--- config.mk ---
export PLATFORM = sky130hd
export DESIGN_NAME = fnv1a_id_stack_hasher
export DESIGN_NICKNAME = d
export VERILOG_FILES = /design/src/rtl/core/fih_pkg.sv /design/src/rtl/core/fih_fnv_step.sv /design/src/rtl/core/fih_id_stack.sv /design/src/rtl/core/fnv1a_id_stack_hasher.sv
export SDC_FILE = /design/constraint.sdc
export NUM_CORES = 2
export LEC_CHECK = 0
export BUFFER_PORTS_ARGS = -buffer_cell sky130_fd_sc_hd__buf_2
export CORE_UTILIZATION = 30
export CTS_CLUSTER_SIZE = 14
export DETAILED_ROUTE_END_ITERATION = 12
export REMOVE_ABC_BUFFERS = 1
export SLEW_MARGIN = 20
export SYNTH_ARGS = -nofsm -noshare
export SYNTH_HDL_FRONTEND = slang
export SYNTH_SLANG_ARGS = --single-unit
--- constraint.sdc ---
create_clock -name clk -period 11.89 [get_ports clk]
set_clock_uncertainty 0.2 [all_clocks]
set_input_delay 3.567 -clock clk [delete_from_list [all_inputs] [get_ports clk]]
set_output_delay 3.567 -clock clk [all_outputs]
set_load 0.05 [all_outputs]
--- src/rtl/core/fih_pkg.sv ---
// Shared constants, item kind codes and stack interface structs for the
// FNV-1a identifier stack hasher. No dependencies.
package fih_pkg;

  // Stack geometry
  localparam int STACK_DEPTH = 32;
  localparam int SP_W        = $clog2(STACK_DEPTH + 1);
  localparam int ADDR_W      = $clog2(STACK_DEPTH);

  // Field widths
  localparam int KIND_W  = 3;
  localparam int BYTE_W  = 8;
  localparam int ID_W    = 32;
  localparam int DEPTH_W = 6;
  localparam int RUN_W   = 2;

  // FNV-1a 32-bit constants and the restart mark character
  localparam logic [ID_W-1:0]   FNV_BASIS = 32'd2166136261;
  localparam logic [ID_W-1:0]   FNV_PRIME = 32'd16777619;
  localparam logic [BYTE_W-1:0] MARK_BYTE = 8'h23;
  localparam logic [RUN_W-1:0]  RUN_FULL  = 2'd3;

  // Item kinds
  localparam logic [KIND_W-1:0] KIND_BYTE      = 3'd0;
  localparam logic [KIND_W-1:0] KIND_END_PUSH  = 3'd1;
  localparam logic [KIND_W-1:0] KIND_END_QUERY = 3'd2;
  localparam logic [KIND_W-1:0] KIND_PUSH_NUM  = 3'd3;
  localparam logic [KIND_W-1:0] KIND_PUSH_RAW  = 3'd4;
  localparam logic [KIND_W-1:0] KIND_POP       = 3'd5;
  localparam logic [KIND_W-1:0] KIND_CLEAR     = 3'd6;

  // Stack operation request from the item decoder
  typedef struct packed {
    logic            push;
    logic            pop;
    logic            clear;
    logic [ID_W-1:0] value;
  } stk_ctrl_t;

  // Stack status, now and after the operation in hand
  typedef struct packed {
    logic [SP_W-1:0] sp;
    logic            full;
    logic [ID_W-1:0] seed;
    logic [SP_W-1:0] sp_nxt;
    logic [ID_W-1:0] seed_nxt;
  } stk_stat_t;

endpackage

--- src/rtl/core/fih_fnv_step.sv ---
// One FNV-1a round: XOR the data into the hash, multiply by the prime.
// Depends on fih_pkg.
module fih_fnv_step (
  input  logic [fih_pkg::ID_W-1:0] hash_i,
  input  logic [fih_pkg::ID_W-1:0] data_i,
  output logic [fih_pkg::ID_W-1:0] hash_o
);
  import fih_pkg::*;

  logic [ID_W-1:0] mix;

  // Constant multiply, low 32 bits kept (shift-and-add in synthesis)
  assign mix    = hash_i ^ data_i;
  assign hash_o = ID_W'(mix * FNV_PRIME);

endmodule

--- src/rtl/core/fih_id_stack.sv ---
// Identifier stack: top held in a register, the rest in a memory with a
// registered read that always fetches the entry under the top.
// Depends on fih_pkg.
module fih_id_stack (
  input  logic               clk,
  input  logic               rst_n,
  input  logic               en,
  input  fih_pkg::stk_ctrl_t ctrl,
  output fih_pkg::stk_stat_t stat
);
  import fih_pkg::*;

  logic [ID_W-1:0]   mem [STACK_DEPTH];
  logic [SP_W-1:0]   sp_r, sp_nxt;
  logic [ID_W-1:0]   top_r, top_nxt;
  logic [ID_W-1:0]   below_r;
  logic [ADDR_W-1:0] rd_addr;
  logic              wr_en;
  logic              full;

  assign full = (sp_r == SP_W'(STACK_DEPTH));

  // Work out the next pointer and top for the operation in hand
  always_comb begin
    sp_nxt  = sp_r;
    top_nxt = top_r;
    wr_en   = 1'b0;
    if (en) begin
      priority if (ctrl.clear) begin
        sp_nxt = '0;
      end else if (ctrl.push && !full) begin
        sp_nxt  = sp_r + SP_W'(1);
        top_nxt = ctrl.value;
        wr_en   = 1'b1;
      end else if (ctrl.pop && (sp_r != '0)) begin
        sp_nxt  = sp_r - SP_W'(1);
        top_nxt = below_r;
      end
    end
  end

  // Entry under the new top; never the slot being written this cycle
  assign rd_addr = ADDR_W'(sp_nxt - SP_W'(2));

  // Pointer register, cleared on reset; the top is not reset
  always_ff @(posedge clk) begin
    if (!rst_n) begin
      sp_r <= '0;
    end else begin
      sp_r <= sp_nxt;
    end
  end

  always_ff @(posedge clk) begin
    top_r <= top_nxt;
  end

  // Stack memory, one write and one registered read a cycle
  always_ff @(posedge clk) begin
    if (wr_en) begin
      mem[sp_r[ADDR_W-1:0]] <= ctrl.value;
    end
    below_r <= mem[rd_addr];
  end

  assign stat.sp       = sp_r;
  assign stat.full     = full;
  assign stat.seed     = (sp_r != '0) ? top_r : FNV_BASIS;
  assign stat.sp_nxt   = sp_nxt;
  assign stat.seed_nxt = (sp_nxt != '0) ? top_nxt : FNV_BASIS;

endmodule

--- src/rtl/core/fnv1a_id_stack_hasher.sv ---
// Top level of the FNV-1a identifier stack hasher: input register, item
// decoder, running hash state and result register.
// Depends on fih_pkg, fih_fnv_step and fih_id_stack.
//
// Usage:
//   Input words arrive on in_tvalid/in_tready with the item kind on
//   in_tuser and the name byte and value on in_tdata. Each input word
//   gives exactly one result word on out_tvalid/out_tready carrying the
//   identifier, the stack depth after the item and the overflow flag.
//   A word accepted passes through the input register and then the
//   result register, which presents it on out_tvalid/out_tready.
//   Throughput: one word per cycle while the receiver takes every
//   result; the hash round (XOR and constant multiply) and the stack
//   update are combinational between the input and result registers.
//   When the receiver stalls, the result register holds its word and the
//   input register takes one more word, after which in_tready drops
//   until the result is taken.
//   Reset (rst_n low, synchronous) empties both registers and the stack
//   and reloads the running hash with the offset basis. Stack memory is
//   not cleared; only entries below the stack pointer are ever used.
module fnv1a_id_stack_hasher (
  input  logic        clk,
  input  logic        rst_n,
  input  logic        in_tvalid,
  output logic        in_tready,
  input  logic [39:0] in_tdata,   // name_byte[7:0], value[39:8]
  input  logic [2:0]  in_tuser,   // kind[2:0]
  output logic        out_tvalid,
  input  logic        out_tready,
  output logic [39:0] out_tdata   // identifier[31:0], stack_depth[37:32],
                                  // overflow[38], zero pad[39]
);
  import fih_pkg::*;

  // Input register
  logic              in_valid_r, in_valid_nxt;
  logic [KIND_W-1:0] in_kind_r;
  logic [BYTE_W-1:0] in_byte_r;
  logic [ID_W-1:0]   in_value_r;

  // Running name state
  logic [ID_W-1:0]   hash_r, hash_nxt;
  logic [RUN_W-1:0]  run_r, run_nxt;
  logic [RUN_W-1:0]  run_inc;

  // Result register
  logic               out_valid_r, out_valid_nxt;
  logic [ID_W-1:0]    ident_r, ident_nxt;
  logic [DEPTH_W-1:0] depth_r;
  logic               ovf_r, ovf_nxt;

  logic              advance;
  logic              in_accept;
  logic [ID_W-1:0]   step_hash_in, step_data_in, step_hash;
  stk_ctrl_t         ctrl;
  stk_stat_t         stat;

  // Handshake: move a word on when the result register is free
  assign advance   = in_valid_r && (!out_valid_r || out_tready);
  assign in_tready = !in_valid_r || advance;
  assign in_accept = in_tvalid && in_tready;

  always_comb begin
    in_valid_nxt = in_valid_r;
    if (in_accept) begin
      in_valid_nxt = 1'b1;
    end else if (advance) begin
      in_valid_nxt = 1'b0;
    end
  end

  always_ff @(posedge clk) begin
    if (!rst_n) begin
      in_valid_r <= 1'b0;
    end else begin
      in_valid_r <= in_valid_nxt;
    end
  end

  always_ff @(posedge clk) begin
    if (in_accept) begin
      in_kind_r  <= in_tuser;
      in_byte_r  <= in_tdata[7:0];
      in_value_r <= in_tdata[39:8];
    end
  end

  // Shared hash round: running hash with a byte, or seed with a number
  assign step_hash_in = (in_kind_r == KIND_PUSH_NUM) ? stat.seed : hash_r;
  assign step_data_in = (in_kind_r == KIND_PUSH_NUM) ? in_value_r
                                                     : ID_W'(in_byte_r);

  fih_fnv_step u_step (
    .hash_i (step_hash_in),
    .data_i (step_data_in),
    .hash_o (step_hash)
  );

  // Decode the stack operation
  always_comb begin
    ctrl = '0;
    unique case (in_kind_r)
      KIND_END_PUSH: begin
        ctrl.push  = 1'b1;
        ctrl.value = hash_r;
      end
      KIND_PUSH_NUM: begin
        ctrl.push  = 1'b1;
        ctrl.value = step_hash;
      end
      KIND_PUSH_RAW: begin
        ctrl.push  = 1'b1;
        ctrl.value = in_value_r;
      end
      KIND_POP:   ctrl.pop   = 1'b1;
      KIND_CLEAR: ctrl.clear = 1'b1;
      default:    ctrl       = '0;
    endcase
  end

  fih_id_stack u_stack (
    .clk   (clk),
    .rst_n (rst_n),
    .en    (advance),
    .ctrl  (ctrl),
    .stat  (stat)
  );

  // Saturating count of consecutive marks
  assign run_inc = (run_r == RUN_FULL) ? RUN_FULL : run_r + RUN_W'(1);

  // Result and next name state; stack operations and queries restart the name
  always_comb begin
    hash_nxt  = hash_r;
    run_nxt   = run_r;
    ident_nxt = hash_r;
    ovf_nxt   = 1'b0;
    unique case (in_kind_r)
      KIND_BYTE: begin
        if (in_byte_r == MARK_BYTE) begin
          run_nxt  = run_inc;
          hash_nxt = (run_inc == RUN_FULL) ? stat.seed : step_hash;
        end else begin
          run_nxt  = '0;
          hash_nxt = step_hash;
        end
        ident_nxt = hash_nxt;
      end
      KIND_END_PUSH, KIND_PUSH_NUM, KIND_PUSH_RAW: begin
        ident_nxt = ctrl.value;
        ovf_nxt   = stat.full;
        hash_nxt  = stat.seed_nxt;
        run_nxt   = '0;
      end
      KIND_END_QUERY: begin
        ident_nxt = hash_r;
        hash_nxt  = stat.seed_nxt;
        run_nxt   = '0;
      end
      KIND_POP: begin
        ident_nxt = (stat.sp_nxt != '0) ? stat.seed_nxt : '0;
        hash_nxt  = stat.seed_nxt;
        run_nxt   = '0;
      end
      KIND_CLEAR: begin
        ident_nxt = '0;
        hash_nxt  = stat.seed_nxt;
        run_nxt   = '0;
      end
      default: begin
        ident_nxt = hash_r;
      end
    endcase
  end

  // Advance name state with each processed word
  always_ff @(posedge clk) begin
    if (!rst_n) begin
      hash_r <= FNV_BASIS;
      run_r  <= '0;
    end else if (advance) begin
      hash_r <= hash_nxt;
      run_r  <= run_nxt;
    end
  end

  // Result register: load on advance, drop once taken
  always_comb begin
    out_valid_nxt = out_valid_r;
    if (advance) begin
      out_valid_nxt = 1'b1;
    end else if (out_tready) begin
      out_valid_nxt = 1'b0;
    end
  end

  always_ff @(posedge clk) begin
    if (!rst_n) begin
      out_valid_r <= 1'b0;
    end else begin
      out_valid_r <= out_valid_nxt;
    end
  end

  always_ff @(posedge clk) begin
    if (advance) begin
      ident_r <= ident_nxt;
      depth_r <= DEPTH_W'(stat.sp_nxt);
      ovf_r   <= ovf_nxt;
    end
  end

  assign out_tvalid = out_valid_r;
  assign out_tdata  = {1'b0, ovf_r, depth_r, ident_r};

  // Overflow is only reported with a full stack
  a_ovf_full : assert property (@(posedge clk) disable iff (!rst_n)
    (out_valid_r && ovf_r) |-> (depth_r == DEPTH_W'(STACK_DEPTH)))
    else $error("overflow flagged below full depth");

  // A processed clear leaves the stack empty
  a_clear_empty : assert property (@(posedge clk) disable iff (!rst_n)
    (advance && (in_kind_r == KIND_CLEAR)) |=> (stat.sp == '0))
    else $error("stack not empty after clear");

  // Every processed word lands in the result register
  a_adv_result : assert property (@(posedge clk) disable iff (!rst_n)
    advance |=> out_valid_r)
    else $error("processed word produced no result");

  // The stack pointer moves only with a processed word
  a_sp_bound : assert property (@(posedge clk) disable iff (!rst_n)
    $past(advance) || $stable(stat.sp) || (stat.sp == '0))
    else $error("stack pointer moved without a processed word");

endmodule

==> impl_metrics.yaml <==
global_routing:
  gr-usage-all-layers_pct: 18.0
  grt_pass1_vias: 35300
  grt_pass1_wl_um: 248000
  overflow: 0
  grt_max_degree: 187
  antenna_found_initial: 7
logic_synthesis:
  synth_edf_count: 1106
  netlist_instances: 4543
  netlist.area_leader.share_pct: 59.8
  synth-main-ff-cell: "edfxtp_1"
  ys_warn_count: 0
  ys_top_cells_by_area: "edfxtp_1, nand2_1, ha_1, dfxtp_1, a31oi_1"
  synthTopCellsByCount: "nand2_1, edfxtp_1, a31oi_1, and3_1, inv_1"
  syn_area_um2: 55600
  syn_avg_cell_area_um2: 12.2
  seq_area_frac_synth_pct: 63.6
  synth_area_leader_cell: "edfxtp_1"
  synth_cell_types: 86
  ys_seq_elements: 1212
  yosysMostFrequentCell: "nand2_1"
  async_flop_share_pct: 0
cts:
  tritoncts: "done"
  htreeDepth: 3
  cts_buffers: 120
  cts.sinks: 1212
  path_clk_slew_ps: 70
  clock_latency_ps: 760
  post_cts_buffers: 0
  ctsResizeCount: 0
  cts_root_buffer: "clkbuf_16"
  cts_hold_buf: 0
  cts_buffer_depth: 3
min_path:
  holdCritPathClass: "reg -> reg"
  hold_depth: 2
worst_setup_path:
  crit_top_cell: "ha_1"
  ff2ff_path_depth: 23
  required_ps: 12260
  cp-end-kind: "register"
  crit_chain: "nor2b_4 > buf_4 > nand2_2 > o21ai_0 > ha_1 > ha_1 > fa_1 > ha_1 > fa_1 > ha_1 > inv_1 > fa_1 > inv_1 > ha_1 > a21o_1 > a21o_1 > a21o_1 > a32o_1 > a21o_1 > o311ai_0 > a31o_2 > a211oi_1 > a21oi_1"
  critical_path.max_stage_delay_ps: 1040
  critical_path.endpoint: "ident_r[20]"
  rr_endpoint: "ident_r[20]"
  critical-path-slowest-cell: "o21ai_0"
  timing.critical_path.from: "in_kind_r[0]"
  r2r_slack_ps: 2520
  reg2reg_from: "in_kind_r[0]"
  critical_path.max_fanout: 39
  path_class: "reg -> reg"
  cp-start-kind: "register"
  arrival_ps: 9740
layout:
  drive_gt1_share_pct: 11.7
  multiInputGateArea_um2: 18600
  stdcell_area_um2: 63200
  regArea_um2: 35300
  area_growth_pct: 13.7
  instances_no_fill: 7150
  fill_cells: 17900
  fin_nets: 4874
timing:
  min_period_ps: 9370
  rsz0062_at_grt: "no"
  fin_ws_ps: 2520
  finalSetupViolCount: 0
  worstMarginPinSlew_ps: 1160
  slew_viol_final: 0
  fin_crit_sh_pct: 78.8
  whs_ps: 309
  timing.fmax_mhz: 107
  max_slew_margin_pct: 21.8
  hold_violations: 0
outcome:
  status: "finished, final reports clean"
placed_design:
  preCtsSetupSlack_ps: 2560
  hpwl_um: 99000
  globalplace.congestion: 0.908
  place_area_um2: 59000
  io_buffers: 87
  dpl.cell_count: 6918
power:
  pwr-share-comb_pct: 47.1
  p_int_mw: 11.1
  ir_drop_mv: 0.343
  seq_power_share_pct: 31.8
  switching_share_pct: 40.7
  cellPowerDensity_nw_per_um2: 296
  switchingPower_mw: 7.59
  p_total_mw: 18.7
  leakage_nw: 23.8
  clkPwrFrac_pct: 21.2
die:
  die_height_um: 432
  fp.dieW_um: 432
  initial_core_util_pct: 30.3
  core.rowCount: 157
  core_area_um2: 183000
  ioPinCount: 89
  die_area_um2: 187000
route:
  totalWireLength_um: 172000
  first_iter_violations: 3995
  vias: 37000
  wl_per_cell_um: 24.0
  viasPerCell: 5.17
  firstDrtPassIters: 6
  ant_nets: 0
  drc_errors: 0
flow_run:
  drv_cap: 0
how the worst min path moves through the flow:
stage,from,end,slack (ps)
after floorplan,u_stack.below_r[31],u_stack.top_r[31],250
final,hash_r[12],hash_r[12],310
after global routing,hash_r[18],hash_r[18],330
after CTS,hash_r[12],hash_r[12],310
after global placement,run_r[1],run_r[1],290
after detailed placement,hash_r[12],hash_r[12],300
cells by family after synthesis:
group,after synthesis,synth area share (%)
adders and majority gates,250,6.63
buffers and inverters,491,3.67
other,1,0.00675
and+or+nand+nor,1695,13.1
muxes,109,3.49
DFF,1212,63.6
AOI/OAI and AO/OA,696,8.02
xor gates and xnor gates,89,1.48
layout by cell type (no fill, tap or decap), drive strengths merged, types with 11 or more instances in the layout:
| master | synthesis | final |
|---|---|---|
| dfxtp | 106 | 106 |
| a21oi | 138 | 138 |
| clkbuf | 170 | 166 |
| bufinv | 0 | 14 |
| mux4 | 64 | 64 |
| nor2 | 185 | 185 |
| fa | 74 | 74 |
| ha | 176 | 176 |
| o21a | 19 | 19 |
| xor2 | 39 | 39 |
| a22oi | 38 | 38 |
| xnor2 | 47 | 47 |
| and3 | 261 | 261 |
| and2 | 15 | 15 |
| a31oi | 265 | 265 |
| mux2 | 36 | 36 |
| nand3 | 23 | 23 |
| a211oi | 12 | 12 |
| inv | 224 | 230 |
| clkinv | 0 | 39 |
| nand2 | 1142 | 1142 |
| edfxtp | 1106 | 1106 |
| nor3 | 13 | 13 |
| o22ai | 26 | 26 |
| o21ai | 88 | 88 |
| or3 | 11 | 11 |
| buf | 97 | 179 |
| a21o | 22 | 22 |
state kept, by name (all words and copies together), names as in the netlist, 3 cells and up:
register / flops
u_stack.mem: 1024
hash_r: 32
ident_r: 32
in_value_r: 32
u_stack.below_r: 32
u_stack.top_r: 32
in_byte_r: 8
depth_r: 6
u_stack.sp_r: 6
in_kind_r: 3
power by group through the flow:
stage | Combinational, mW | Clock (mW) | Sequential (mW)
5_1_grt | 9.67 | 4.16 | 5.94
3_3_place_gp | 8.51 | 0 | 6.02
3_5_place_dp | 8.58 | 0 | 6.02
6_report | 8.78 | 3.95 | 5.93
2_1_floorplan | 5.88 | 0 | 6.03
4_1_cts | 8.66 | 4.01 | 5.93
critical path, delay by kind of cell (launching register included):
| kind | cells | cell delay (ps) |
|---|---|---|
| AOI/OAI and AO/OA | 10 | 4140 |
| adders and majority gates | 8 | 2870 |
| and+or+nand+nor | 2 | 830 |
| buffers and inverters | 3 | 560 |
| DFF | 1 | 540 |
cell type report:
| cell class | instances | area share [%] |
|---|---|---|
| Multi-Input combinational cell | 2840 | 29.4 |
| Clock inverter | 63 | 1.16 |
| Sequential cell | 1212 | 55.9 |
| Tap cell | 2464 | 4.88 |
| Inverter | 224 | 1.36 |
| Clock buffer | 166 | 5.35 |
| Timing Repair Buffer | 179 | 1.87 |
| Antenna cell | 2 | 0.00792 |
per-layer routing:
metal	part of all wire (%)	GRT usage, %
met1	40	23.0
met2	48	30.1
met3	7.0	2.47
met4	4.8	8.53
met5	0.013	0
metrics by stage:
step	TNS [ps]	util, %
2_1_floorplan	-356440	-
3_3_place_gp	0	32.2
3_5_place_dp	0	32.2
6_report	0	34.4
4_1_cts	0	34.4
5_1_grt	0	34.4
Power figures use the tool's default switching activity.
